$ cat config.mk
export PLATFORM = sky130hd
export DESIGN_NAME = stmig_divider
export DESIGN_NICKNAME = d
export VERILOG_FILES = /design/src/rtl/stmig_pkg.sv /design/src/rtl/stmig_divider.sv
export SDC_FILE = /design/constraint.sdc
export NUM_CORES = 2
export LEC_CHECK = 0
export ABC_CLOCK_PERIOD_IN_PS = 7000
export BUFFER_PORTS_ARGS = -buffer_cell sky130_fd_sc_hd__buf_4
export CAP_MARGIN = 30
export CORE_MARGIN = 2
export CORE_UTILIZATION = 50
export CTS_CLUSTER_SIZE = 20
export DETAILED_ROUTE_END_ITERATION = 8
export HOLD_SLACK_MARGIN = 0.12
export PLACE_DENSITY_LB_ADDON = 0.15
export SYNTH_ARGS = -nofsm -noshare
export SYNTH_HDL_FRONTEND = slang
export SYNTH_SLANG_ARGS = --single-unit
$ cat constraint.sdc
create_clock -name clk -period 7 [get_ports clk]
set_input_delay 0.35 -clock clk [delete_from_list [all_inputs] [get_ports clk]]
set_output_delay 0.35 -clock clk [all_outputs]
set_load 0.03 [all_outputs]
$ cat src/rtl/stmig_pkg.sv
// shared types, constants and helpers for the structured triangle mesh index generator
package stmig_pkg;

  localparam int IDX_W   = 21;
  localparam int VTX_W   = 20;
  localparam int CRD_W   = 26;
  localparam int SIDE_W  = 3;
  localparam int DIM_W   = 11;
  localparam int SPC_W   = 16;
  localparam int CFG_W   = 16;
  localparam int CIDX_W  = 2;
  localparam int TOFF_W  = 10;
  localparam int MAX_SIDE = 1024;

  // operation codes
  localparam logic [1:0] OP_VERTEX   = 2'd0;
  localparam logic [1:0] OP_TRIANGLE = 2'd1;
  localparam logic [1:0] OP_EDGE     = 2'd2;

  // register indexes
  localparam logic [CIDX_W-1:0] REG_ROW_WIDTH = 2'd0;
  localparam logic [CIDX_W-1:0] REG_ROW_COUNT = 2'd1;
  localparam logic [CIDX_W-1:0] REG_SPACING   = 2'd2;

  // boundary side numbers
  localparam logic [SIDE_W-1:0] SIDE_NONE   = 3'd0;
  localparam logic [SIDE_W-1:0] SIDE_BOTTOM = 3'd1;
  localparam logic [SIDE_W-1:0] SIDE_RIGHT  = 3'd2;
  localparam logic [SIDE_W-1:0] SIDE_TOP    = 3'd3;
  localparam logic [SIDE_W-1:0] SIDE_LEFT   = 3'd4;

  typedef struct packed {
    logic [1:0]       operation;
    logic [IDX_W-1:0] entry_index;
  } query_t;

  typedef struct packed {
    logic [VTX_W-1:0]  first_vertex;
    logic [VTX_W-1:0]  second_vertex;
    logic [VTX_W-1:0]  third_vertex;
    logic [CRD_W-1:0]  coord_one;
    logic [CRD_W-1:0]  coord_two;
    logic [SIDE_W-1:0] side_number;
    logic              status;
  } result_t;

  // grid geometry, to be kept static by the user while items are in flight; the block does not enforce this
  typedef struct packed {
    logic [DIM_W-1:0] m1;
    logic [DIM_W-1:0] m2;
    logic [SPC_W-1:0] spacing;
    logic [IDX_W-1:0] nv;
    logic [IDX_W-1:0] ntri;
    logic [IDX_W-1:0] top_base;
    logic [IDX_W-1:0] left_base;
  } geom_t;

  // per-item sideband that rides along the divider
  typedef struct packed {
    logic [1:0]        op;
    logic              bad;
    logic [SIDE_W-1:0] side;
    logic              parity;
    logic [VTX_W-1:0]  half;
    logic [VTX_W-1:0]  base;
    logic [TOFF_W-1:0] toff;
    logic              neg;
    logic [DIM_W-1:0]  delta;
    logic              dec;
  } item_t;

  function automatic logic [DIM_W-1:0] clamp_side(input logic [DIM_W-1:0] v);
    logic [DIM_W-1:0] r;
    if (v < DIM_W'(2)) r = DIM_W'(2);
    else if (v > DIM_W'(MAX_SIDE)) r = DIM_W'(MAX_SIDE);
    else r = v;
    return r;
  endfunction

endpackage

$ cat src/rtl/stmig_divider.sv
// pipelined restoring divider, one quotient bit per stage, sideband carried along
module stmig_divider (
  input  logic                        clk,
  input  logic                        rst,
  input  logic                        adv,
  input  logic                        in_valid,
  input  logic [stmig_pkg::IDX_W-1:0] num,
  input  logic [stmig_pkg::DIM_W-1:0] den,
  input  stmig_pkg::item_t            in_item,
  output logic                        out_valid,
  output logic [stmig_pkg::IDX_W-1:0] quo,
  output logic [stmig_pkg::DIM_W-1:0] rem,
  output stmig_pkg::item_t            out_item
);

  localparam int N = stmig_pkg::IDX_W;
  localparam int R = stmig_pkg::DIM_W;

  logic [N-1:0]     vld;
  logic [N-1:0]     num_q  [N];
  logic [N-1:0]     quo_q  [N];
  logic [R-1:0]     rem_q  [N];
  logic [R-1:0]     den_q  [N];
  stmig_pkg::item_t item_q [N];

  logic [N-1:0]     vld_next;
  logic [N-1:0]     num_next  [N];
  logic [N-1:0]     quo_next  [N];
  logic [R-1:0]     rem_next  [N];
  logic [R-1:0]     den_next  [N];
  stmig_pkg::item_t item_next [N];

  always_comb begin
    logic [N-1:0]     n_in;
    logic [N-1:0]     q_in;
    logic [R-1:0]     r_in;
    logic [R-1:0]     d_in;
    logic [R:0]       trial;
    logic             ge;
    for (int k = 0; k < N; k++) begin
      if (k == 0) begin
        n_in         = num;
        q_in         = '0;
        r_in         = '0;
        d_in         = den;
        vld_next[k]  = in_valid;
        item_next[k] = in_item;
      end else begin
        n_in         = num_q[k-1];
        q_in         = quo_q[k-1];
        r_in         = rem_q[k-1];
        d_in         = den_q[k-1];
        vld_next[k]  = vld[k-1];
        item_next[k] = item_q[k-1];
      end
      trial       = {r_in, n_in[N-1]};
      ge          = (trial >= {1'b0, d_in});
      rem_next[k] = ge ? R'(trial - {1'b0, d_in}) : trial[R-1:0];
      quo_next[k] = {q_in[N-2:0], ge};
      num_next[k] = {n_in[N-2:0], 1'b0};
      den_next[k] = d_in;
    end
  end

  always_ff @(posedge clk) begin
    if (rst) begin
      vld <= '0;
    end else if (adv) begin
      vld <= vld_next;
    end
    if (adv) begin
      for (int k = 0; k < N; k++) begin
        num_q[k]  <= num_next[k];
        quo_q[k]  <= quo_next[k];
        rem_q[k]  <= rem_next[k];
        den_q[k]  <= den_next[k];
        item_q[k] <= item_next[k];
      end
    end
  end

  assign out_valid = vld[N-1];
  assign quo       = quo_q[N-1];
  assign rem       = rem_q[N-1];
  assign out_item  = item_q[N-1];

endmodule

# After elaboration in Yosys (flattened, before gate mapping)

Memories as Yosys holds them, arrays and structs flattened.
Index checks and enable logic that the tools add are counted.

Add/subtract/negate cells: 21
Mux-type cells: 23
Order comparisons: 21

Operators with widths:

| operator                                                       | number |
|---|---|
| 12-bit by 11-bit greater-or-equal comparator with 1-bit output | 20 |
| 11-bit 2-to-1 mux                                              | 21 |
| 11-bit subtractor                                              | 20 |
| 1-bit by 11-bit greater-or-equal comparator with 1-bit output  | 1 |
| 1-bit by 11-bit subtractor with 11-bit output                  | 1 |
| 1-bit 2-to-1 mux                                               | 2 |

RAM bits: 2793
Output and inout port bits: 103
Flip-flop bits (word level): 21
Input port bits: 106
Memories kept: 5
Word-level logic and storage cells: 71

Memories:

| name   | depth | width | rd ports | clocked after memory_dff | wr ports | line                | text |
|---|---|---|---|---|---|---|---|
| item_q | 21    | 70    | 21       | 0                        | 21       | stmig_divider.sv:24 | `stmig_pkg::item_t item_q [N];` |
| quo_q  | 21    | 21    | 21       | 0                        | 21       | stmig_divider.sv:21 | `logic [N-1:0] quo_q [N];` |
| num_q  | 21    | 20    | 20       | 0                        | 21       | stmig_divider.sv:20 | `logic [N-1:0] num_q [N];` |
| den_q  | 21    | 11    | 20       | 0                        | 21       | stmig_divider.sv:23 | `logic [R-1:0] den_q [N];` |
| rem_q  | 21    | 11    | 21       | 0                        | 21       | stmig_divider.sv:22 | `logic [R-1:0] rem_q [N];` |

# Depth between registers and ports, before layout

An unclocked memory read counts as a cell.

Depth in word-level cells: 3
Mapped depth: 11
Depth with buffers taken out: 10

# Least setup slack after synthesis

No wires, ideal clock.

Path kind: flip-flop to flip-flop
Start: mem den_q[3][22] (netlist bit)
End: mem rem_q[1][80] (netlist bit) (data pin)
Arrival: 2283 ps
Buffers on the path: 1
Required time: 6738 ps
Setup slack: 4455 ps
Stages on the path, launching flop included: 11
Library setup time: 262 ps
Cell sequence: edfxtp_1 > ha_1 > fa_1 > nor2b_1 > o21ai_1 > nand2b_1 > a41o_1 > a21oi_1 > o31ai_2 > buf_4 > mux2_1

RTL lines:

| element         | line |
|---|---|
| start, declared | stmig_divider.sv:23 |
| end, declared   | stmig_divider.sv:22 |

==> flow_metrics.env <==
export IMPL_numPortBuffers=208
export IMPL_die_area_um2=173100
export IMPL_critPathRequiredTime_ps=7560
export IMPL_setup_tns_final_ps=0
export IMPL_clock_latency_ps=850
export IMPL_dr_pass1_iters=5
export IMPL_status="completed"
export IMPL_fmax_ghz=0.3244
export IMPL_max_slew_margin_pct=25.29
export IMPL_ys_types=68
export IMPL_num_antenna_cells=0
export IMPL_synth_nets=4639
export IMPL_ys_ff_latch=2383
export IMPL_post_cts_resized=0
export IMPL_grt_max_degree=193
export IMPL_synthArstFlopShare_pct=0
export IMPL_syn_to_final_growth_pct=15.85
export IMPL_cts_setup_buffers=0
export IMPL_post_route_util_pct=58.16
export IMPL_p_int_mw=27.46
export IMPL_routabilityCongestion=0.8557
export IMPL_drive_gt1_share_pct=13.02
export IMPL_cts_buffers=230
export IMPL_rows=151
export IMPL_seqPwrFrac_pct=49.8
export IMPL_grt_overflow_total=0
export IMPL_dp_slack_ps=3924
export IMPL_yosys_area_top_type="edfxtp_1"
export IMPL_yosys_warnings=0
export IMPL_min_path_type="in -> reg"
export IMPL_final_hold_violation_count=0
export IMPL_p_sw_share_pct=24.77
export IMPL_grt_antenna_before_repair=2
export IMPL_critPathMaxFanout=7
export IMPL_root_buffer="clkbuf_16"
export IMPL_postRouteAntennaNets=0
export IMPL_timing_final_ws_setup_ps=3917
export IMPL_wl_per_cell_um=15.65
export IMPL_cp_end_kind="register"
export IMPL_min_period_over_period_pct=44.04
export IMPL_fin_crit_ps=3083
export IMPL_met3_usage_pct=2.864
export IMPL_comb_power_share_pct=17.3
export IMPL_first_iter_violations=2083
export IMPL_cts_buffer_depth=3
export IMPL_busiest_layer="met2"
export IMPL_ys_top_cells_by_area="edfxtp_1 84%, ha_1 3.3%, inv_1 1.3%"
export IMPL_cts_tree="built"
export IMPL_use_met2_pct=23.23
export IMPL_synth_top_area_share_pct=83.55
export IMPL_syn_cell_area_um2=84890
export IMPL_synthCells=4291
export IMPL_final_cell_mix="2362 x edfxtp_1, 293 x inv_1, 233 x clkbuf_16, 232 x buf_4, 222 x ha_1"
export IMPL_initial_utilization_pct=50.20
export IMPL_grt_use_total_pct=13.25
export IMPL_route_final_wire_length_um=113900
export IMPL_clockPowerShare_pct=32.9
export IMPL_synth_edff_count=2362
export IMPL_max_slew_worst_pin_slew_ps=1121
export IMPL_remaining_drc_errors=0
export IMPL_rsz0062_at_grt="no"
export IMPL_use_met1_pct=15.60
export IMPL_yosys_area_share_adder_pct=3.744
export IMPL_cp_arrival_ps=3650
export IMPL_setup_viol=0
export IMPL_postSynthAreaPerCell_um2=19.78
export IMPL_drv_cap=0
export IMPL_synth_top_family_by_area="compound AO/OA/AOI/OAI gates"
export IMPL_die_w_um=416.0
export IMPL_fin_nets=5217
export IMPL_vias_per_cell=4.961
export IMPL_p_switching_mw=9.041
export IMPL_synth_compound_area_share_pct=3.844
export IMPL_synth_xor_area_share_pct=1.372
export IMPL_critical_path_class="reg -> reg"
export IMPL_seq_area_frac_synth_pct=84.05
export IMPL_finalClockSkew_ps=41.91
export IMPL_grt_pass1_wl_um=185400
export IMPL_coreArea_um2=169100
export IMPL_synth_mux_area_share_pct=2.797
export IMPL_die_h_um=416.0
export IMPL_grt_pass1_vias=36906
export IMPL_dr_total_vias=36117
export IMPL_path_clk_slew_ps=60
export IMPL_power_leakage_nw=35.76
export IMPL_htreeDepth=4
export IMPL_fillers=12341
export IMPL_synth_simple_area_share_pct=2.573
export IMPL_crit_path_start_kind="register"
export IMPL_ios=209
export IMPL_drv_slew=0
export IMPL_powerDensity_nw_per_um2=371.2
export IMPL_ys_flop_type="edfxtp_1"
export IMPL_peakVddDrop_uv=301.9
export IMPL_final_common_cell="edfxtp_1"
export IMPL_dp_hpwl_um=67180
export IMPL_clock_sinks=2383
logic make-up (layout without fill, tap and decap cells):
| kind of cell | after synthesis | count (layout) |
|---|---|---|
| DFF | 2383 | 2383 |
| AOI/OAI and AO/OA | 522 | 522 |
| muxes | 213 | 213 |
| buffers and inverters | 336 | 1107 |
| xor gates and xnor gates | 133 | 133 |
| adders and majority gates | 242 | 242 |
| and+or+nand+nor | 462 | 462 |
power by group through the flow:
stage	registers (mW)	logic [mW]	clock network, mW
floorplan	18.3	4.74	0
finish	18.2	6.32	12.0
global placement	18.5	5.99	0
CTS	18.2	6.33	12.5
global route	18.3	7.07	13.0
detailed placement	18.5	6.22	0
cells in the mapped netlist (15+ instances only):
library cell,count
ha_1,222
nand3b_1,18
o21ai_0,114
o21ai_1,18
a41o_1,15
o21a_1,17
nor3_1,15
nand2b_1,19
a21oi_1,186
nand2_1,158
a21o_1,40
mux2_2,42
xor2_1,40
buf_4,24
inv_1,293
nand3_1,22
nor2_1,130
dfxtp_1,21
mux2i_1,61
edfxtp_1,2362
mux2_1,96
nor2b_1,35
xnor2_1,93
o211ai_1,30
nand4_1,16
fa_1,20
worst max-delay path, cell delays in order, from the launching register on:
cell	delay, ps
edfxtp_1	400
ha_1	250
fa_1	400
nor2b_1	170
o21ai_1	70
nand2b_1	150
a41o_1	120
a21oi_1	80
o31ai_2	560
buf_4	270
mux2_1	330
path summary, 6_finish.rpt:
| path | start | endpoint | slack (ps) | cells past startpoint |
|---|---|---|---|---|
| worst max-delay path | den_q[0][33]$_DFFE_PP_ | rem_q[0][52]$_DFFE_PP_ | 3920 | 10 |
| worst min-delay path | num[15] | num_q[0][15]$_DFFE_PP_ | 220 | 2 |
| worst max register to register | den_q[0][33]$_DFFE_PP_ | rem_q[0][52]$_DFFE_PP_ | 3920 | 10 |
| worst min register to register | item_q[0][305]$_DFFE_PP_ | item_q[0][375]$_DFFE_PP_ | 390 | 0 |
sequential cells by signal, indices dropped and copies added, names as in the netlist:
register / cells
rem_q: 231
num_q: 210
item_q: 1470
den_q: 220
quo_q: 231
vld: 21
through the flow:
step	instance area, µm²	hold slack (ps)	std cells	total power, mW
2_1_floorplan	84890	400.3	4291	23.04
3_3_place_gp	89340	400.2	6701	24.45
3_5_place_dp	89460	404.5	6714	24.71
4_1_cts	98340	120.4	7280	36.98
5_1_grt	98340	153.5	7280	38.39
6_report	98340	222.9	7280	36.50
cell type report:
| cell class | count | area, µm² | area share, % |
|---|---|---|---|
| clock buffer | 286 | 6080 | 6.182 |
| sequential | 2383 | 71350 | 72.55 |
| timing repair buffer | 389 | 3480 | 3.538 |
| tap | 2218 | 2775 | 2.822 |
| clock inverter | 139 | 1394 | 1.417 |
| multi-input combinational | 1572 | 12170 | 12.37 |
| inverter | 293 | 1100 | 1.118 |
repair_timing:
item	CTS	global route
endpoints found under the hold margin	225	0
hold buffers	141	0
endpoints found under the setup margin	0	0
routing by layer:
layer	share of wire (%)	wire, µm
met3	3.6	4112
met2	52	59150
met1	41	46450
met5	0	0
met4	3.7	4210
No activity file was read; power rests on OpenSTA's default activity.
