## src/rtl/stmig_pkg.sv

```systemverilog
// shared types, constants and helpers for the structured triangle mesh index generator
package stmig_pkg;

  localparam int IDX_W   = 21;
  localparam int VTX_W   = 20;
  localparam int CRD_W   = 26;
  localparam int SIDE_W  = 3;
  localparam int DIM_W   = 11;
  localparam int SPC_W   = 16;
  localparam int CFG_W   = 16;
  localparam int CIDX_W  = 2;
  localparam int TOFF_W  = 10;
  localparam int MAX_SIDE = 1024;

  // operation codes
  localparam logic [1:0] OP_VERTEX   = 2'd0;
  localparam logic [1:0] OP_TRIANGLE = 2'd1;
  localparam logic [1:0] OP_EDGE     = 2'd2;

  // register indexes
  localparam logic [CIDX_W-1:0] REG_ROW_WIDTH = 2'd0;
  localparam logic [CIDX_W-1:0] REG_ROW_COUNT = 2'd1;
  localparam logic [CIDX_W-1:0] REG_SPACING   = 2'd2;

  // boundary side numbers
  localparam logic [SIDE_W-1:0] SIDE_NONE   = 3'd0;
  localparam logic [SIDE_W-1:0] SIDE_BOTTOM = 3'd1;
  localparam logic [SIDE_W-1:0] SIDE_RIGHT  = 3'd2;
  localparam logic [SIDE_W-1:0] SIDE_TOP    = 3'd3;
  localparam logic [SIDE_W-1:0] SIDE_LEFT   = 3'd4;

  typedef struct packed {
    logic [1:0]       operation;
    logic [IDX_W-1:0] entry_index;
  } query_t;

  typedef struct packed {
    logic [VTX_W-1:0]  first_vertex;
    logic [VTX_W-1:0]  second_vertex;
    logic [VTX_W-1:0]  third_vertex;
    logic [CRD_W-1:0]  coord_one;
    logic [CRD_W-1:0]  coord_two;
    logic [SIDE_W-1:0] side_number;
    logic              status;
  } result_t;

  // grid geometry, to be kept static by the user while items are in flight; the block does not enforce this
  typedef struct packed {
    logic [DIM_W-1:0] m1;
    logic [DIM_W-1:0] m2;
    logic [SPC_W-1:0] spacing;
    logic [IDX_W-1:0] nv;
    logic [IDX_W-1:0] ntri;
    logic [IDX_W-1:0] top_base;
    logic [IDX_W-1:0] left_base;
  } geom_t;

  // per-item sideband that rides along the divider
  typedef struct packed {
    logic [1:0]        op;
    logic              bad;
    logic [SIDE_W-1:0] side;
    logic              parity;
    logic [VTX_W-1:0]  half;
    logic [VTX_W-1:0]  base;
    logic [TOFF_W-1:0] toff;
    logic              neg;
    logic [DIM_W-1:0]  delta;
    logic              dec;
  } item_t;

  function automatic logic [DIM_W-1:0] clamp_side(input logic [DIM_W-1:0] v);
    logic [DIM_W-1:0] r;
    if (v < DIM_W'(2)) r = DIM_W'(2);
    else if (v > DIM_W'(MAX_SIDE)) r = DIM_W'(MAX_SIDE);
    else r = v;
    return r;
  endfunction

endpackage

```

## src/rtl/stmig_finish.sv

```systemverilog
// back end: coordinate products, vertex sums and the result register
module stmig_finish (
  input  logic                        clk,
  input  logic                        rst,
  input  logic                        adv,
  input  logic                        in_valid,
  input  logic [stmig_pkg::IDX_W-1:0] quo,
  input  logic [stmig_pkg::DIM_W-1:0] rem,
  input  stmig_pkg::item_t            item,
  input  stmig_pkg::geom_t            geom,
  output logic                        rsp_valid,
  output stmig_pkg::result_t          rsp
);

  localparam int V = stmig_pkg::VTX_W;
  localparam int C = stmig_pkg::CRD_W;

  // stage one
  logic             f1_valid;
  stmig_pkg::item_t f1_item;
  logic [C-1:0]     f1_x1, f1_x2;
  logic [V-1:0]     f1_ta, f1_p;

  // stage two
  logic             f2_valid;
  stmig_pkg::item_t f2_item;
  logic [C-1:0]     f2_x1, f2_x2;
  logic [V-1:0]     f2_ta, f2_tb, f2_tc, f2_ea;

  logic [V-1:0]       eb;
  stmig_pkg::result_t rsp_next;

  always_ff @(posedge clk) begin
    if (rst) begin
      f1_valid  <= 1'b0;
      f2_valid  <= 1'b0;
      rsp_valid <= 1'b0;
    end else if (adv) begin
      f1_valid  <= in_valid;
      f2_valid  <= f1_valid;
      rsp_valid <= f2_valid;
    end
    if (adv) begin
      f1_item <= item;
      f1_x1   <= C'(C'(geom.spacing) * C'(quo[9:0]));
      f1_x2   <= C'(C'(geom.spacing) * C'(rem[9:0]));
      f1_ta   <= V'(item.half + quo[V-1:0]);
      f1_p    <= V'(V'(geom.m1) * V'(item.toff));

      f2_item <= f1_item;
      f2_x1   <= f1_x1;
      f2_x2   <= f1_x2;
      f2_ta   <= f1_ta;
      f2_tb   <= V'(f1_ta + V'(geom.m1) + V'(f1_item.parity));
      f2_tc   <= f1_item.parity ? V'(f1_ta + V'(1)) : V'(f1_ta + V'(geom.m1) + V'(1));
      f2_ea   <= f1_item.neg ? V'(f1_item.base - f1_p) : V'(f1_item.base + f1_p);

      rsp     <= rsp_next;
    end
  end

  assign eb = f2_item.dec ? V'(f2_ea - V'(f2_item.delta)) : V'(f2_ea + V'(f2_item.delta));

  always_comb begin
    rsp_next = '0;
    if (f2_item.bad) begin
      rsp_next.status = 1'b1;
    end else begin
      unique case (f2_item.op)
        stmig_pkg::OP_VERTEX: begin
          rsp_next.coord_one = f2_x1;
          rsp_next.coord_two = f2_x2;
        end
        stmig_pkg::OP_TRIANGLE: begin
          rsp_next.first_vertex  = f2_ta;
          rsp_next.second_vertex = f2_tb;
          rsp_next.third_vertex  = f2_tc;
        end
        stmig_pkg::OP_EDGE: begin
          rsp_next.first_vertex  = f2_ea;
          rsp_next.second_vertex = eb;
          rsp_next.side_number   = f2_item.side;
        end
        default: begin
          rsp_next.status = 1'b1;
        end
      endcase
    end
  end

endmodule

```

## config.mk

```make
export PLATFORM = sky130hd
export DESIGN_NAME = stmig_finish
export DESIGN_NICKNAME = d
export VERILOG_FILES = /design/src/rtl/stmig_pkg.sv /design/src/rtl/stmig_finish.sv
export SDC_FILE = /design/constraint.sdc
export NUM_CORES = 1
export LEC_CHECK = 0
export BUFFER_PORTS_ARGS = -buffer_cell sky130_fd_sc_hd__buf_2
export CORE_UTILIZATION = 40
export CTS_CLUSTER_DIAMETER = 30
export DETAILED_ROUTE_END_ITERATION = 10
export GPL_TIMING_DRIVEN = 0
export SKIP_CTS_REPAIR_TIMING = 1
export SLEW_MARGIN = 20
export SYNTH_ARGS = -nofsm -noshare
export SYNTH_HDL_FRONTEND = slang
export SYNTH_SLANG_ARGS = --single-unit
```

## constraint.sdc

```tcl
create_clock -name clk -period 9.2 [get_ports clk]
set_input_delay 0.46 -clock clk [delete_from_list [all_inputs] [get_ports clk]]
set_output_delay 0.46 -clock clk [all_outputs]
set_load 0.05 [all_outputs]
```

# After elaboration in Yosys (flattened, before gate mapping)
# Cells that the tools add are included.
# word_totals
ff_bits	401
in_bits	228
# op_classes
add_sub_neg	9
mul	3
n_eq_ne	2
muxes	5
bitwise	3
reduce_logical	5
# op_table
op	n
case mux 40 bit (2 select lines)	1
two-way mux 20 bit	3
multiplier 16 x 10 -> 26 bit	2
adder 20 x 1 -> 20 bit (second input constant)	2
adder 20 x 11 -> 20 bit	2
adder 20 bit	2
adder 20 x 1 -> 20 bit	1
multiplier 11 x 10 -> 20 bit	1
subtractor 20 x 11 -> 20 bit	1
subtractor 20 bit	1
OR reduction 2 bit	3
NOT 1 bit	3
OR reduction 3 bit	1
equality test 2 x 1 -> 1 bit (second input constant)	1
equality test 2 bit (second input constant)	1
logical NOT 2 bit	1
two-way mux 1 bit	1

# Depth between registers and ports, before layout
# depth
ltp_word	3
depth_mapped	22
depth_no_buf	21

# Worst setup path after synthesis
# Ideal clock, no wire load.
# synth_timing
path_type	input-to-reg
start	input geom[91] (netlist name)
end	register f1_x1[24], data pin
arrival_ns	5.717
setup_slack_ns	3.211
cell_stages	22
n_path_buf	1
cell_sequence	clkbuf_1 nand2_1 fa_1 inv_1 fa_1 inv_1 fa_1 inv_1 fa_1 inv_1 fa_1 inv_1 ha_1 nand4_1 nor4b_1 nor3_1 a21oi_1 a31oi_1 a211o_1 o21ai_1 mux2i_1 or4_1
# synth_between
elab_chain_cells	1
# synth_lines
element	line_no	text
start: declaration	stmig_finish.sv:10	input stmig_pkg::geom_t geom,
multiplier 16 x 10 -> 26 bit	stmig_finish.sv:45	f1_x1 <= C'(C'(geom.spacing) * C'(quo[9:0]));
end signal: assignment	stmig_finish.sv:45	
end: declaration	stmig_finish.sv:21	logic [C-1:0] f1_x1, f1_x2;
# Every way passes these cells.
# A chain may end at the register's enable or synchronous reset.

# Worst setup path in the final report
# layout_timing
start	input geom[94] (netlist name)
end	register f1_x1[24], data pin
# Same word-level chain as after synthesis.

==> results.sh <==
export IMPL_drtIter0Drc=1205
export IMPL_fp_dieW_um=283.9
export IMPL_vias=21896
export IMPL_grt_pass1_vias=22520
export IMPL_hp_start="item[63]"
export IMPL_critPathMaxFanout=10
export IMPL_grt_first_pass_wirelength_um=122000
export IMPL_first_pass_iters=5
export IMPL_hp_class="input pin to flop"
export IMPL_comb_power_share=0.468
export IMPL_holdPathEnd="f1_item[63]$_DFFE_PP_"
export IMPL_worstPathRequired_ns=9.54
export IMPL_cts_buffer_depth=3
export IMPL_synthCells=2914
export IMPL_io_buffer_count=231
export IMPL_track_usage=0.1947
export IMPL_wl_um=77630
export IMPL_power_density_nw_per_um2=300.2
export IMPL_yosysTopAreaCell="edfxtp_1"
export IMPL_fmax_mhz=155.9
export IMPL_synth_area_top_cells="edfxtp_1, fa_1, ha_1, and2_1, inv_1"
export IMPL_timing_hold_ws_ns=0.05018
export IMPL_ys_seq_area_frac=0.3780
export IMPL_slew_violations=0
export IMPL_cts_sinks=401
export IMPL_vias_per_cell=4.974
export IMPL_crit_type="input pin to flop"
export IMPL_h_tree_depth=3
export IMPL_r2r_start="f1_p[3]$_DFFE_PP_"
export IMPL_rsz0062_at_grt="no"
export IMPL_insertion_delay_ns=0.65
export IMPL_outcome="finished clean"
export IMPL_skew_ns=0.05435
export IMPL_timing_final_ws_setup_ns=2.788
export IMPL_p_leak_nw=16.65
export IMPL_finalCritPeriodShare=0.6970
export IMPL_p_switching_mw=4.326
export IMPL_area_growth_pct=19.18
export IMPL_drive_gt1_frac=0.1238
export IMPL_holdPathStages=1
export IMPL_setup_viol=0
export IMPL_synth_nets=3687
export IMPL_drc=0
export IMPL_min_period_ns=6.412
export IMPL_ys_warn_count=0
export IMPL_max_slew_margin=0.3792
export IMPL_fin_tns_setup_ns=0
export IMPL_r2r_end="f2_ea[19]$_DFFE_PP_"
export IMPL_routabilityCongestion=0.8977
export IMPL_critPathMostFrequentCell="fa_1"
export IMPL_die_h_um=283.9
export IMPL_hpwl_um=60300
export IMPL_cts_tree="built"
export IMPL_internal_power_mw=7.042
export IMPL_antenna_found_initial=1
export IMPL_dieArea_um2=80570
export IMPL_crit_start="geom[94]"
export IMPL_crit_path_cell_trace="clkbuf_1 -> nand2_1 -> fa_1 -> inv_1 -> fa_1 -> fa_1 -> fa_1 -> inv_1 -> fa_1 -> inv_1 -> ha_1 -> nand4_1 -> nor4b_1 -> nor3_1 -> a21oi_1 -> a31oi_1 -> a211o_1 -> o21ai_1 -> mux2i_1 -> or4_1"
export IMPL_ioPinCount=345
export IMPL_seqPwrFrac=0.255
export IMPL_clockRootBuffer="clkbuf_16"
export IMPL_fp_row_count=102
export IMPL_path_delay_family="adder cells"
export IMPL_swShare=0.3806
export IMPL_async_flop_share=0
export IMPL_synth_seq_cells=401
export IMPL_synth_edf_count=398
export IMPL_critPathMaxStageDelay_ns=0.63
export IMPL_syn_avg_cell_area_um2=10.90
export IMPL_final_hold_viol_count=0
export IMPL_ant_nets=0
export IMPL_crit_path_end_kind="flop"
export IMPL_r2r_setup_slack_ns=4.71
export IMPL_place_ws_ns=2.190
export IMPL_critPathSlowestCell="clkbuf_1"
export IMPL_worst_pin_slew_ns=0.9077
export IMPL_grt_max_degree=105
export IMPL_p_clk_frac=0.278
export IMPL_cts_buffers=93
export IMPL_rr_worst_depth=15
export IMPL_drv_cap=0
export IMPL_netlist_area_um2=31780
export IMPL_power_mw=11.37
export IMPL_start_util=0.4075
export IMPL_fin_nets=4057
export IMPL_cp_start_kind="input pin"
export IMPL_grt_overflow_total=0
export IMPL_peakVddDrop_uv=318.3
export IMPL_wl_per_cell_um=17.64
export IMPL_final_util=0.4857
export IMPL_coreArea_um2=77980
export IMPL_path_buf_inv=4
export IMPL_synth_distinct_cells=81
export IMPL_synth_top_area_frac=0.3761
export IMPL_clk_pin_slew_ns=0.04
export IMPL_cp_arrival_ns=6.75
export IMPL_synth_main_ff_cell="edfxtp_1"
==> state kept, by name, summed over array words and instances, names as in the netlist <==
| name | flops |
|---|---|
| f2_valid | 1 |
| f1_x2 | 26 |
| f1_x1 | 26 |
| f2_tc | 20 |
| f2_item | 18 |
| f1_ta | 20 |
| rsp | 116 |
| f2_x1 | 26 |
| f1_valid | 1 |
| rsp_valid | 1 |
| f1_p | 20 |
| f2_ta | 20 |
| f2_ea | 20 |
| f2_x2 | 26 |
| f2_tb | 20 |
| f1_item | 40 |
==> placed cells by master (no fill, tap or decap), types with 33 or more instances in the layout <==
cell           instances
ha_1                 252
nor3_1                48
inv_1                364
clkbuf_16             93
a21oi_1              111
nor2_1               140
clkbuf_1             107
o21ai_0               56
nand2_1              283
nand3_1               33
fa_1                 293
buf_2                230
dlygate4sd3_1         39
xnor2_1              155
and2_1               304
xor2_1                42
a21o_1                43
edfxtp_1             398
==> metrics by stage <==
| step | cell area [um2] | instances |
|---|---|---|
| after detailed placement | 34370 | 4190 |
| after global routing | 37870 | 4400 |
| final | 37870 | 4402 |
| after floorplan | 31780 | 2914 |
| after global placement | 34230 | 4185 |
| after CTS | 37480 | 4361 |
==> routing by layer <==
layer	up-vias	global-route usage	wire [um]
met3	124	0.04092	4715
met1	10659	0.2506	33580
met2	577	0.3237	36920
li1	10536	-	-
met4	0	0.06770	2419
met5	-	0	0
==> cells in the mapped netlist, types with 9 or more instances <==
master	n
nand2_1	283
clkbuf_1	102
or2_2	10
nor2b_1	18
a211oi_1	14
mux2i_1	13
nand2b_1	14
and2_1	304
o31ai_1	9
a21o_1	43
o21ai_0	56
xnor2_1	155
a22oi_1	29
ha_1	252
and3_1	12
nor2_1	140
a31oi_1	10
fa_1	293
nand3_1	33
xor2_1	42
edfxtp_1	398
a21oi_1	111
o21a_1	14
o21bai_1	17
nor3_1	48
inv_1	364
==> worst reg2reg max path, stage by stage (launching register included) <==
cell	delay, ns
edfxtp_1	0.43
nor3_1	0.31
nand2_1	0.15
nor4_1	0.32
and3b_1	0.35
a21oi_1	0.12
xnor2_1	0.15
ha_1	0.34
a21o_1	0.18
a21o_1	0.18
a21o_1	0.22
nor3_1	0.21
a211oi_1	0.12
a2111oi_0	0.82
a21oi_1	0.18
xnor2_1	0.17
==> logic make-up (layout without fill, tap and decap cells) <==
family | after synthesis | count (layout) | share of synthesized area
other cells | 0 | 2 | 0
compound gates | 371 | 371 | 0.07741
mux | 14 | 14 | 0.004449
xor+xnor | 197 | 197 | 0.05430
fa+ha+maj | 545 | 545 | 0.2838
buf+inv | 470 | 916 | 0.05552
simple gates | 916 | 916 | 0.1465
flops | 401 | 401 | 0.3780
==> power groups by stage <==
stage	Sequential (mW)	Clock (mW)	Combinational [mW]
after floorplan	2.96	0	4.00
after global placement	2.95	0	5.28
after detailed placement	2.93	0	5.33
after CTS	2.90	3.23	5.37
after global routing	2.93	3.32	6.05
final	2.89	3.16	5.32
==> worst max-delay path by stage <==
stage,endpoint,cells past startpoint
floorplan,f1_x1[24]$_DFFE_PP_,22
global placement,f2_valid$_SDFFE_PP0P_,3
detailed placement,f1_x1[24]$_DFFE_PP_,22
CTS,f1_x1[24]$_DFFE_PP_,22
global route,f1_x1[24]$_DFFE_PP_,22
finish,f1_x1[24]$_DFFE_PP_,20
==> final cells by class <==
cell class,count,area (um2)
buffer,104,390.4
sequential,401,12010
clock inverter,73,762.0
timing repair buffer,275,1678
inverter,366,1374
tap,1040,1301
multi-input combinational,2043,18000
clock buffer,98,2346
fill,7252,40110
antenna,2,5.005
No activity file was read; power rests on OpenSTA's default activity.
