<file path="config.mk">
export PLATFORM = sky130hd
export DESIGN_NAME = stmig_decode
export DESIGN_NICKNAME = d
export VERILOG_FILES = /design/src/rtl/stmig_pkg.sv /design/src/rtl/stmig_decode.sv
export SDC_FILE = /design/constraint.sdc
export NUM_CORES = 1
export LEC_CHECK = 0
export ABC_AREA = 1
export BUFFER_PORTS_ARGS = -buffer_cell sky130_fd_sc_hd__clkbuf_2
export CAP_MARGIN = 20
export CELL_PAD_IN_SITES_DETAIL_PLACEMENT = 1
export CELL_PAD_IN_SITES_GLOBAL_PLACEMENT = 1
export CORE_MARGIN = 2
export CORE_UTILIZATION = 36
export CTS_BUF_LIST = sky130_fd_sc_hd__clkbuf_8 sky130_fd_sc_hd__clkbuf_16
export DETAILED_ROUTE_END_ITERATION = 8
export PLACE_DENSITY_LB_ADDON = 0.1
export SETUP_SLACK_MARGIN = 0.3
export SLEW_MARGIN = 40
export SYNTH_ARGS = -nofsm -noshare
export SYNTH_HDL_FRONTEND = slang
export SYNTH_SLANG_ARGS = --single-unit
</file>
<file path="constraint.sdc">
create_clock -name clk -period 4.9 [get_ports clk]
set_input_delay 0.49 -clock clk [delete_from_list [all_inputs] [get_ports clk]]
set_output_delay 0.49 -clock clk [all_outputs]
set_load 0.01 [all_outputs]
</file>
<file path="src/rtl/stmig_pkg.sv">
// shared types, constants and helpers for the structured triangle mesh index generator
package stmig_pkg;

  localparam int IDX_W   = 21;
  localparam int VTX_W   = 20;
  localparam int CRD_W   = 26;
  localparam int SIDE_W  = 3;
  localparam int DIM_W   = 11;
  localparam int SPC_W   = 16;
  localparam int CFG_W   = 16;
  localparam int CIDX_W  = 2;
  localparam int TOFF_W  = 10;
  localparam int MAX_SIDE = 1024;

  // operation codes
  localparam logic [1:0] OP_VERTEX   = 2'd0;
  localparam logic [1:0] OP_TRIANGLE = 2'd1;
  localparam logic [1:0] OP_EDGE     = 2'd2;

  // register indexes
  localparam logic [CIDX_W-1:0] REG_ROW_WIDTH = 2'd0;
  localparam logic [CIDX_W-1:0] REG_ROW_COUNT = 2'd1;
  localparam logic [CIDX_W-1:0] REG_SPACING   = 2'd2;

  // boundary side numbers
  localparam logic [SIDE_W-1:0] SIDE_NONE   = 3'd0;
  localparam logic [SIDE_W-1:0] SIDE_BOTTOM = 3'd1;
  localparam logic [SIDE_W-1:0] SIDE_RIGHT  = 3'd2;
  localparam logic [SIDE_W-1:0] SIDE_TOP    = 3'd3;
  localparam logic [SIDE_W-1:0] SIDE_LEFT   = 3'd4;

  typedef struct packed {
    logic [1:0]       operation;
    logic [IDX_W-1:0] entry_index;
  } query_t;

  typedef struct packed {
    logic [VTX_W-1:0]  first_vertex;
    logic [VTX_W-1:0]  second_vertex;
    logic [VTX_W-1:0]  third_vertex;
    logic [CRD_W-1:0]  coord_one;
    logic [CRD_W-1:0]  coord_two;
    logic [SIDE_W-1:0] side_number;
    logic              status;
  } result_t;

  // grid geometry, to be kept static by the user while items are in flight; the block does not enforce this
  typedef struct packed {
    logic [DIM_W-1:0] m1;
    logic [DIM_W-1:0] m2;
    logic [SPC_W-1:0] spacing;
    logic [IDX_W-1:0] nv;
    logic [IDX_W-1:0] ntri;
    logic [IDX_W-1:0] top_base;
    logic [IDX_W-1:0] left_base;
  } geom_t;

  // per-item sideband that rides along the divider
  typedef struct packed {
    logic [1:0]        op;
    logic              bad;
    logic [SIDE_W-1:0] side;
    logic              parity;
    logic [VTX_W-1:0]  half;
    logic [VTX_W-1:0]  base;
    logic [TOFF_W-1:0] toff;
    logic              neg;
    logic [DIM_W-1:0]  delta;
    logic              dec;
  } item_t;

  function automatic logic [DIM_W-1:0] clamp_side(input logic [DIM_W-1:0] v);
    logic [DIM_W-1:0] r;
    if (v < DIM_W'(2)) r = DIM_W'(2);
    else if (v > DIM_W'(MAX_SIDE)) r = DIM_W'(MAX_SIDE);
    else r = v;
    return r;
  endfunction

endpackage

</file>
<file path="src/rtl/stmig_decode.sv">
// input register and query decode stage
module stmig_decode (
  input  logic                                clk,
  input  logic                                rst,
  input  logic                                adv,
  input  logic                                req_valid,
  input  stmig_pkg::query_t                   req,
  input  stmig_pkg::geom_t                    geom,
  output logic                                dec_valid,
  output logic [stmig_pkg::IDX_W-1:0]         num,
  output logic [stmig_pkg::DIM_W-1:0]         den,
  output stmig_pkg::item_t                    item
);

  logic              s1_valid;
  stmig_pkg::query_t s1;

  logic [stmig_pkg::IDX_W-1:0] idx;
  logic [12:0]                 e1, e2, e3, e4;
  logic [stmig_pkg::IDX_W-1:0] num_next;
  logic [stmig_pkg::DIM_W-1:0] den_next;
  stmig_pkg::item_t            item_next;

  always_ff @(posedge clk) begin
    if (rst) begin
      s1_valid  <= 1'b0;
      dec_valid <= 1'b0;
    end else if (adv) begin
      s1_valid  <= req_valid;
      dec_valid <= s1_valid;
    end
    if (adv) begin
      s1   <= req;
      num  <= num_next;
      den  <= den_next;
      item <= item_next;
    end
  end

  // segment limits of the boundary walk
  assign idx = s1.entry_index;
  assign e1  = 13'(geom.m1) - 13'd1;
  assign e2  = 13'(geom.m1) + 13'(geom.m2) - 13'd2;
  assign e3  = e2 + 13'(geom.m1) - 13'd1;
  assign e4  = {e2[11:0], 1'b0};

  always_comb begin
    item_next        = '0;
    item_next.op     = s1.operation;
    item_next.half   = idx[stmig_pkg::IDX_W-1:1];
    item_next.parity = idx[0];
    num_next         = idx;
    den_next         = geom.m1;
    unique case (s1.operation)
      stmig_pkg::OP_VERTEX: begin
        item_next.bad = (idx >= geom.nv);
      end
      stmig_pkg::OP_TRIANGLE: begin
        item_next.bad = (idx >= geom.ntri);
        num_next      = {1'b0, idx[stmig_pkg::IDX_W-1:1]};
        den_next      = geom.m1 - stmig_pkg::DIM_W'(1);
      end
      stmig_pkg::OP_EDGE: begin
        priority if (idx < 21'(e1)) begin
          item_next.side  = stmig_pkg::SIDE_BOTTOM;
          item_next.base  = idx[stmig_pkg::VTX_W-1:0];
          item_next.delta = stmig_pkg::DIM_W'(1);
        end else if (idx < 21'(e2)) begin
          item_next.side  = stmig_pkg::SIDE_RIGHT;
          item_next.base  = 20'(e1);
          item_next.toff  = 10'(idx - 21'(e1));
          item_next.delta = geom.m1;
        end else if (idx < 21'(e3)) begin
          item_next.side  = stmig_pkg::SIDE_TOP;
          item_next.base  = 20'(geom.top_base - idx);
          item_next.delta = stmig_pkg::DIM_W'(1);
          item_next.dec   = 1'b1;
        end else if (idx < 21'(e4)) begin
          item_next.side  = stmig_pkg::SIDE_LEFT;
          item_next.base  = 20'(geom.left_base);
          item_next.toff  = 10'(idx - 21'(e3));
          item_next.neg   = 1'b1;
          item_next.delta = geom.m1;
          item_next.dec   = 1'b1;
        end else begin
          item_next.bad   = 1'b1;
        end
      end
      default: begin
        item_next.bad = 1'b1;
      end
    endcase
  end

endmodule

</file>
== Word level (Yosys, flattened, before mapping) ==
Cells that the tools add are included.

* Word-level logic and storage cells: 61
* Register bits after elaboration: 127

* Magnitude comparators: 6
* Add/subtract/negate cells: 9
* Reductions and logical operators: 4
* Bitwise operators: 1
* Muxes and demuxes: 19
* Equality and inequality tests: 2

{| class="wikitable"
|+ Operators with widths
! kind !! count
|-
| $lt A21 B13 Y1 || 4
|-
| $mux W20 || 3
|-
| $mux W43 || 1
|-
| $ge A21 B21 Y1 || 2
|-
| $mux W11 || 3
|-
| $mux W30 || 1
|-
| $sub A10 B10 Y10 || 2
|-
| $sub A20 B20 Y20 || 1
|-
| $add A13 B11 Y13 || 1
|-
| $sub A12 B2 Y13 const B || 1
|-
| $sub A13 B1 Y13 const B || 1
|-
| $add A11 B11 Y12 || 1
|-
| $mux W12 || 1
|-
| $sub A11 B1 Y12 const B || 1
|-
| $sub A11 B1 Y11 const B || 1
|-
| $mux W1 || 6
|-
| $mux W2 || 2
|-
| $reduce_or A4 Y1 || 1
|-
| $mux W3 || 1
|-
| $pmux W1 S3 || 1
|-
| $reduce_or A3 Y1 || 1
|-
| $eq A2 B1 Y1 const B || 1
|-
| $eq A2 B2 Y1 const B || 1
|-
| $logic_not A2 Y1 || 1
|-
| other kinds (2) || 2
|}

== Longest topological paths before layout ==
* Word-level depth: 9
* Gate-level depth with buffers: 36
* Depth with buffers taken out: 35

== Least setup slack after synthesis ==
Ideal clock, no wire load.

* Kind: input to register
* Start point: in geom[112] (netlist bit)
* End point: reg item[30] (netlist bit), data pin
* Slack: -120 ps
* Arrival time: 4761 ps
* Cell stages on the path: 28
* Required time: 4641 ps
* Cell sequence: inv_1 ha_1 inv_1 ha_1 fa_1 inv_1 ha_1 inv_1 fa_1 nand2_1 nand2_1 a21oi_1 o21ai_0 a21oi_1 o21ai_0 a21o_1 a21oi_1 xor2_1 ha_1 nand2_1 nor3_1 nor3_1 nand2_1 buf_2 buf_1 o21ai_0 nand2_1 a21oi_1

* Cells in the longest elaborated chain, start to end: 8

{| class="wikitable"
|+ RTL lines
! item !! RTL line !! RTL
|-
| start, declared || stmig_decode.sv:8 || <nowiki>input stmig_pkg::geom_t geom,</nowiki>
|-
| $add A11 B11 Y12 || stmig_decode.sv:43 || <nowiki>assign e2 = 13'(geom.m1) + 13'(geom.m2) - 13'd2;</nowiki>
|-
| $sub A12 B2 Y13 || stmig_decode.sv:43 ||
|-
| $add A13 B11 Y13 || stmig_decode.sv:44 || <nowiki>assign e3 = e2 + 13'(geom.m1) - 13'd1;</nowiki>
|-
| $sub A13 B1 Y13 || stmig_decode.sv:44 ||
|-
| $lt A21 B13 Y1 || stmig_decode.sv:73 || <nowiki>end else if (idx < 21'(e3)) begin</nowiki>
|-
| $mux W20 || stmig_decode.sv:73 ||
|-
| $mux W30 || stmig_decode.sv:68 || <nowiki>end else if (idx < 21'(e2)) begin</nowiki>
|-
| $mux W20 (*) || stmig_decode.sv:64 || <nowiki>priority if (idx < 21'(e1)) begin</nowiki>
|-
| end signal, assigned || stmig_decode.sv:36 || <nowiki>item <= item_next;</nowiki>
|-
| end, declared || stmig_decode.sv:12 || <nowiki>output stmig_pkg::item_t item</nowiki>
|}

Mark *: on every way between the ends. The rest lies on a longest branch, timed or not.
A chain may end at the register's enable or synchronous reset.

== Final worst setup path ==
* Start point: in geom[112] (netlist bit)
* End point: reg item[23] (netlist bit), data pin

Same word-level chain as after synthesis.

==> out/metrics.cfg <==
[critical_path]
worst_path_max_delay_cell=fa_2
critPathLaunchType=input pin
worstPathRequired_ns=5.21
cp-end-kind=flip-flop
cp_max_fo=5
critPathKind=input pin to flip-flop
critPathArrivalTime_ns=5.04
cp_common_cell=nand2_1
cp_slowest_stage_delay_ns=0.36

[global_routing]
grt_max_degree=99
grt_pass1_vias=10430
grt_use_total_pct=24.82
grt_antenna_before_repair=0
grt_pass1_wl_um=57380
grt_overflow_total=0

[cts]
tritoncts=done
htree_levels=4
cts_buffers=17
cts.path.max_buffers=2
clkSlewWorstSetupHoldPaths_ns=0.06
numClockSinks=126
cts_root_buffer=clkbuf_16
clk_latency_ns=0.45

[floorplan]
die_w_um=173.1
core_area_sq_um=27930
rows=61
ios=252
die_y_um=173.1
start_util_pct=36.84
die_area_sq_um=29950

[cells_and_area]
syn_to_final_growth_pct=33.43
final_area_sq_um=13730
fin_nets=1904
post-route-util_pct=49.15
diodes=0
drive_gt1_share_pct=29.21

[timing]
max-slew-margin-rel_pct=47.73
hold_viol=0
fmax_mhz=211.5
rsz0062_at_grt=true
worstMarginPinSlew_ns=0.7841
fin_skew_ns=0.02087
holdWs_ns=0.2245
fin_crit_ns=4.729
slew_violations=0
fin_crit_sh_pct=96.50
finalSetupViolations=0

[routing]
drt-initial-drc-count=536
wl_um=37300
vias_per_cell=5.047
drc=0
final_antenna_net_count=0
routedWlPerCell_um=18.61
first_pass_iters=5
num_vias=10110

[placement]
gp_congestion=0.8616
numPortBuffers=233
dp_hpwl_um=29160
dpl_cell_area_sq_um=12670

[job]
cap_violations=0

[power_and_ir_drop]
powerDensity_nw_per_um2=346.7
leakage_uw=0.006915
pwr-share-comb_pct=44.0
ir_drop_mv=0.1911
power_frac_clock_pct=28.6
sequentialPowerShare_pct=27.4
p_int_uw=2986
fin_total_pwr_uw=4760
power_switching_uw=1774
netSwitchingFraction_pct=37.26

[yosys]
ys_seq_area_share_pct=36.58
yosys_warnings=0
ys_seq_elements=126
synthCells=1261
synthesis.nets=1551
synth_cell_types=47
syn_avg_cell_area_sq_um=8.160
syn-cell-area_sq_um=10290

[status]
status=complete, no violations

[hold_path]
hp-class=input pin to flip-flop

[sequential cells by signal, indices dropped and copies added, names as in the netlist]
register,flops
item,69
idx,21
num,21
den,11
item_next,2
dec_valid,1
s1_valid,1
[critical path: cells and delay by family]
kind                       cells  cell delay, ns
AOI/OAI and AO/OA              6            0.63
xor gates and xnor gates       1            0.14
adders and majority gates      5            1.41
buffers and inverters          7            0.61
and+or+nand+nor               17            1.74
[synthesized netlist by cell type (all sizes together)]
cell | n | area [sq um]
a211oi | 4 | 35.03
clkbuf | 10 | 37.54
xnor2 | 22 | 192.7
fa | 5 | 100.1
nand3b | 10 | 75.07
o31ai | 4 | 30.03
a2111oi | 1 | 8.760
inv | 220 | 825.8
o21bai | 4 | 30.03
o21ai | 88 | 455.4
a31oi | 2 | 12.51
a21oi | 88 | 440.4
or2 | 5 | 31.28
dfxtp | 2 | 40.04
nand2 | 274 | 1061
buf | 12 | 85.08
nor2 | 67 | 285.3
a21o | 1 | 7.510
o211ai | 3 | 22.52
o2111ai | 2 | 17.52
nor4 | 6 | 37.54
o21a | 3 | 22.52
nor3 | 14 | 70.07
xor2 | 32 | 280.3
a21boi | 6 | 56.31
ha | 136 | 1702
edfxtp | 124 | 3724
nand4 | 17 | 106.4
nand3 | 97 | 490.5
clkinv | 2 | 7.510
[kinds of logic after synthesis]
group                    after synthesis  share of synthesized area [%]
XOR/XNOR                              54                          4.596
AND/OR/NAND/NOR                      490                          20.96
buffers and inverters                244                          9.290
adder cells (fa/ha/maj)              141                          17.51
AO/OA/AOI/OAI                        206                          11.07
flip-flops                           126                          36.58
[metrics by stage]
step                setup TNS, ns  std cells  setup slack (ns)
finish                          0       2004            0.1714
global route               -1.143       2004           -0.1133
CTS                             0       2001            0.2228
detailed placement         -10.95       1949           -0.3058
global placement           -5.019       1949           -0.1692
floorplan                       0       1261            0.2160
[power groups by stage]
stage / sequential (uW) / clock (uW) / combinational [uW]
5_1_grt: 1310 / 1430 / 2340
3_3_place_gp: 1320 / 0 / 1870
2_1_floorplan: 1350 / 0 / 1150
6_report: 1300 / 1360 / 2100
3_5_place_dp: 1330 / 0 / 1930
4_1_cts: 1300 / 1390 / 2040
[worst paths after layout]
check	from	endpoint	slack [ns]	depth (start not counted)
setup reg to reg	idx[3]	item[40]	1.64	13
hold / removal	req[9]	idx[9]	0.22	1
setup / recovery	geom[112]	item[23]	0.17	36
hold reg to reg	s1_valid	dec_valid	0.46	2
[per-layer routing]
metal	vias to the layer above	global-route usage, %	share of wire, %
li1	4947	-	-
met1	4875	32.36	45
met2	260	43.00	49
met3	32	3.540	4.2
met4	0	6.674	1.9
met5	-	0	0
[layout by cell type (no fill, tap or decap), types with 6 or more instances in the layout]
cell / netlist / final
nor2_2: 4 / 7
xnor2_1: 22 / 21
inv_2: 2 / 8
edfxtp_1: 124 / 124
nor2_1: 61 / 57
ha_1: 136 / 126
o21ai_2: 1 / 7
nand4_1: 17 / 17
nand2_1: 265 / 251
a21oi_2: 0 / 10
a21oi_1: 88 / 78
ha_4: 0 / 10
nand3b_1: 10 / 10
nand2_2: 7 / 17
clkbuf_2: 0 / 230
buf_4: 4 / 115
nand3_1: 96 / 92
nor3_1: 14 / 11
inv_1: 218 / 210
clkbuf_16: 0 / 17
xor2_1: 32 / 32
o21ai_0: 81 / 76
nor4_1: 6 / 6
[final cells by class]
| cell class | instances | area (sq um) |
|---|---|---|
| sequential | 126 | 3764 |
| timing repair buffer | 356 | 2160 |
| clock buffer | 17 | 425.4 |
| inverter | 222 | 842.1 |
| clock inverter | 14 | 183.9 |
| multi-input combinational | 891 | 5882 |
| fill | 3466 | 14200 |
| tap | 378 | 473.0 |
[what timing repair did]
action                     in CTS  in global routing
setup endpoints to repair      44                 46
setup buffers                  20                  3
pin swaps                      14                 23
gates cloned                    1                  0
resized for setup              25                 39
hold buffers                    0                  0
(Power assumes the default switching activity.)
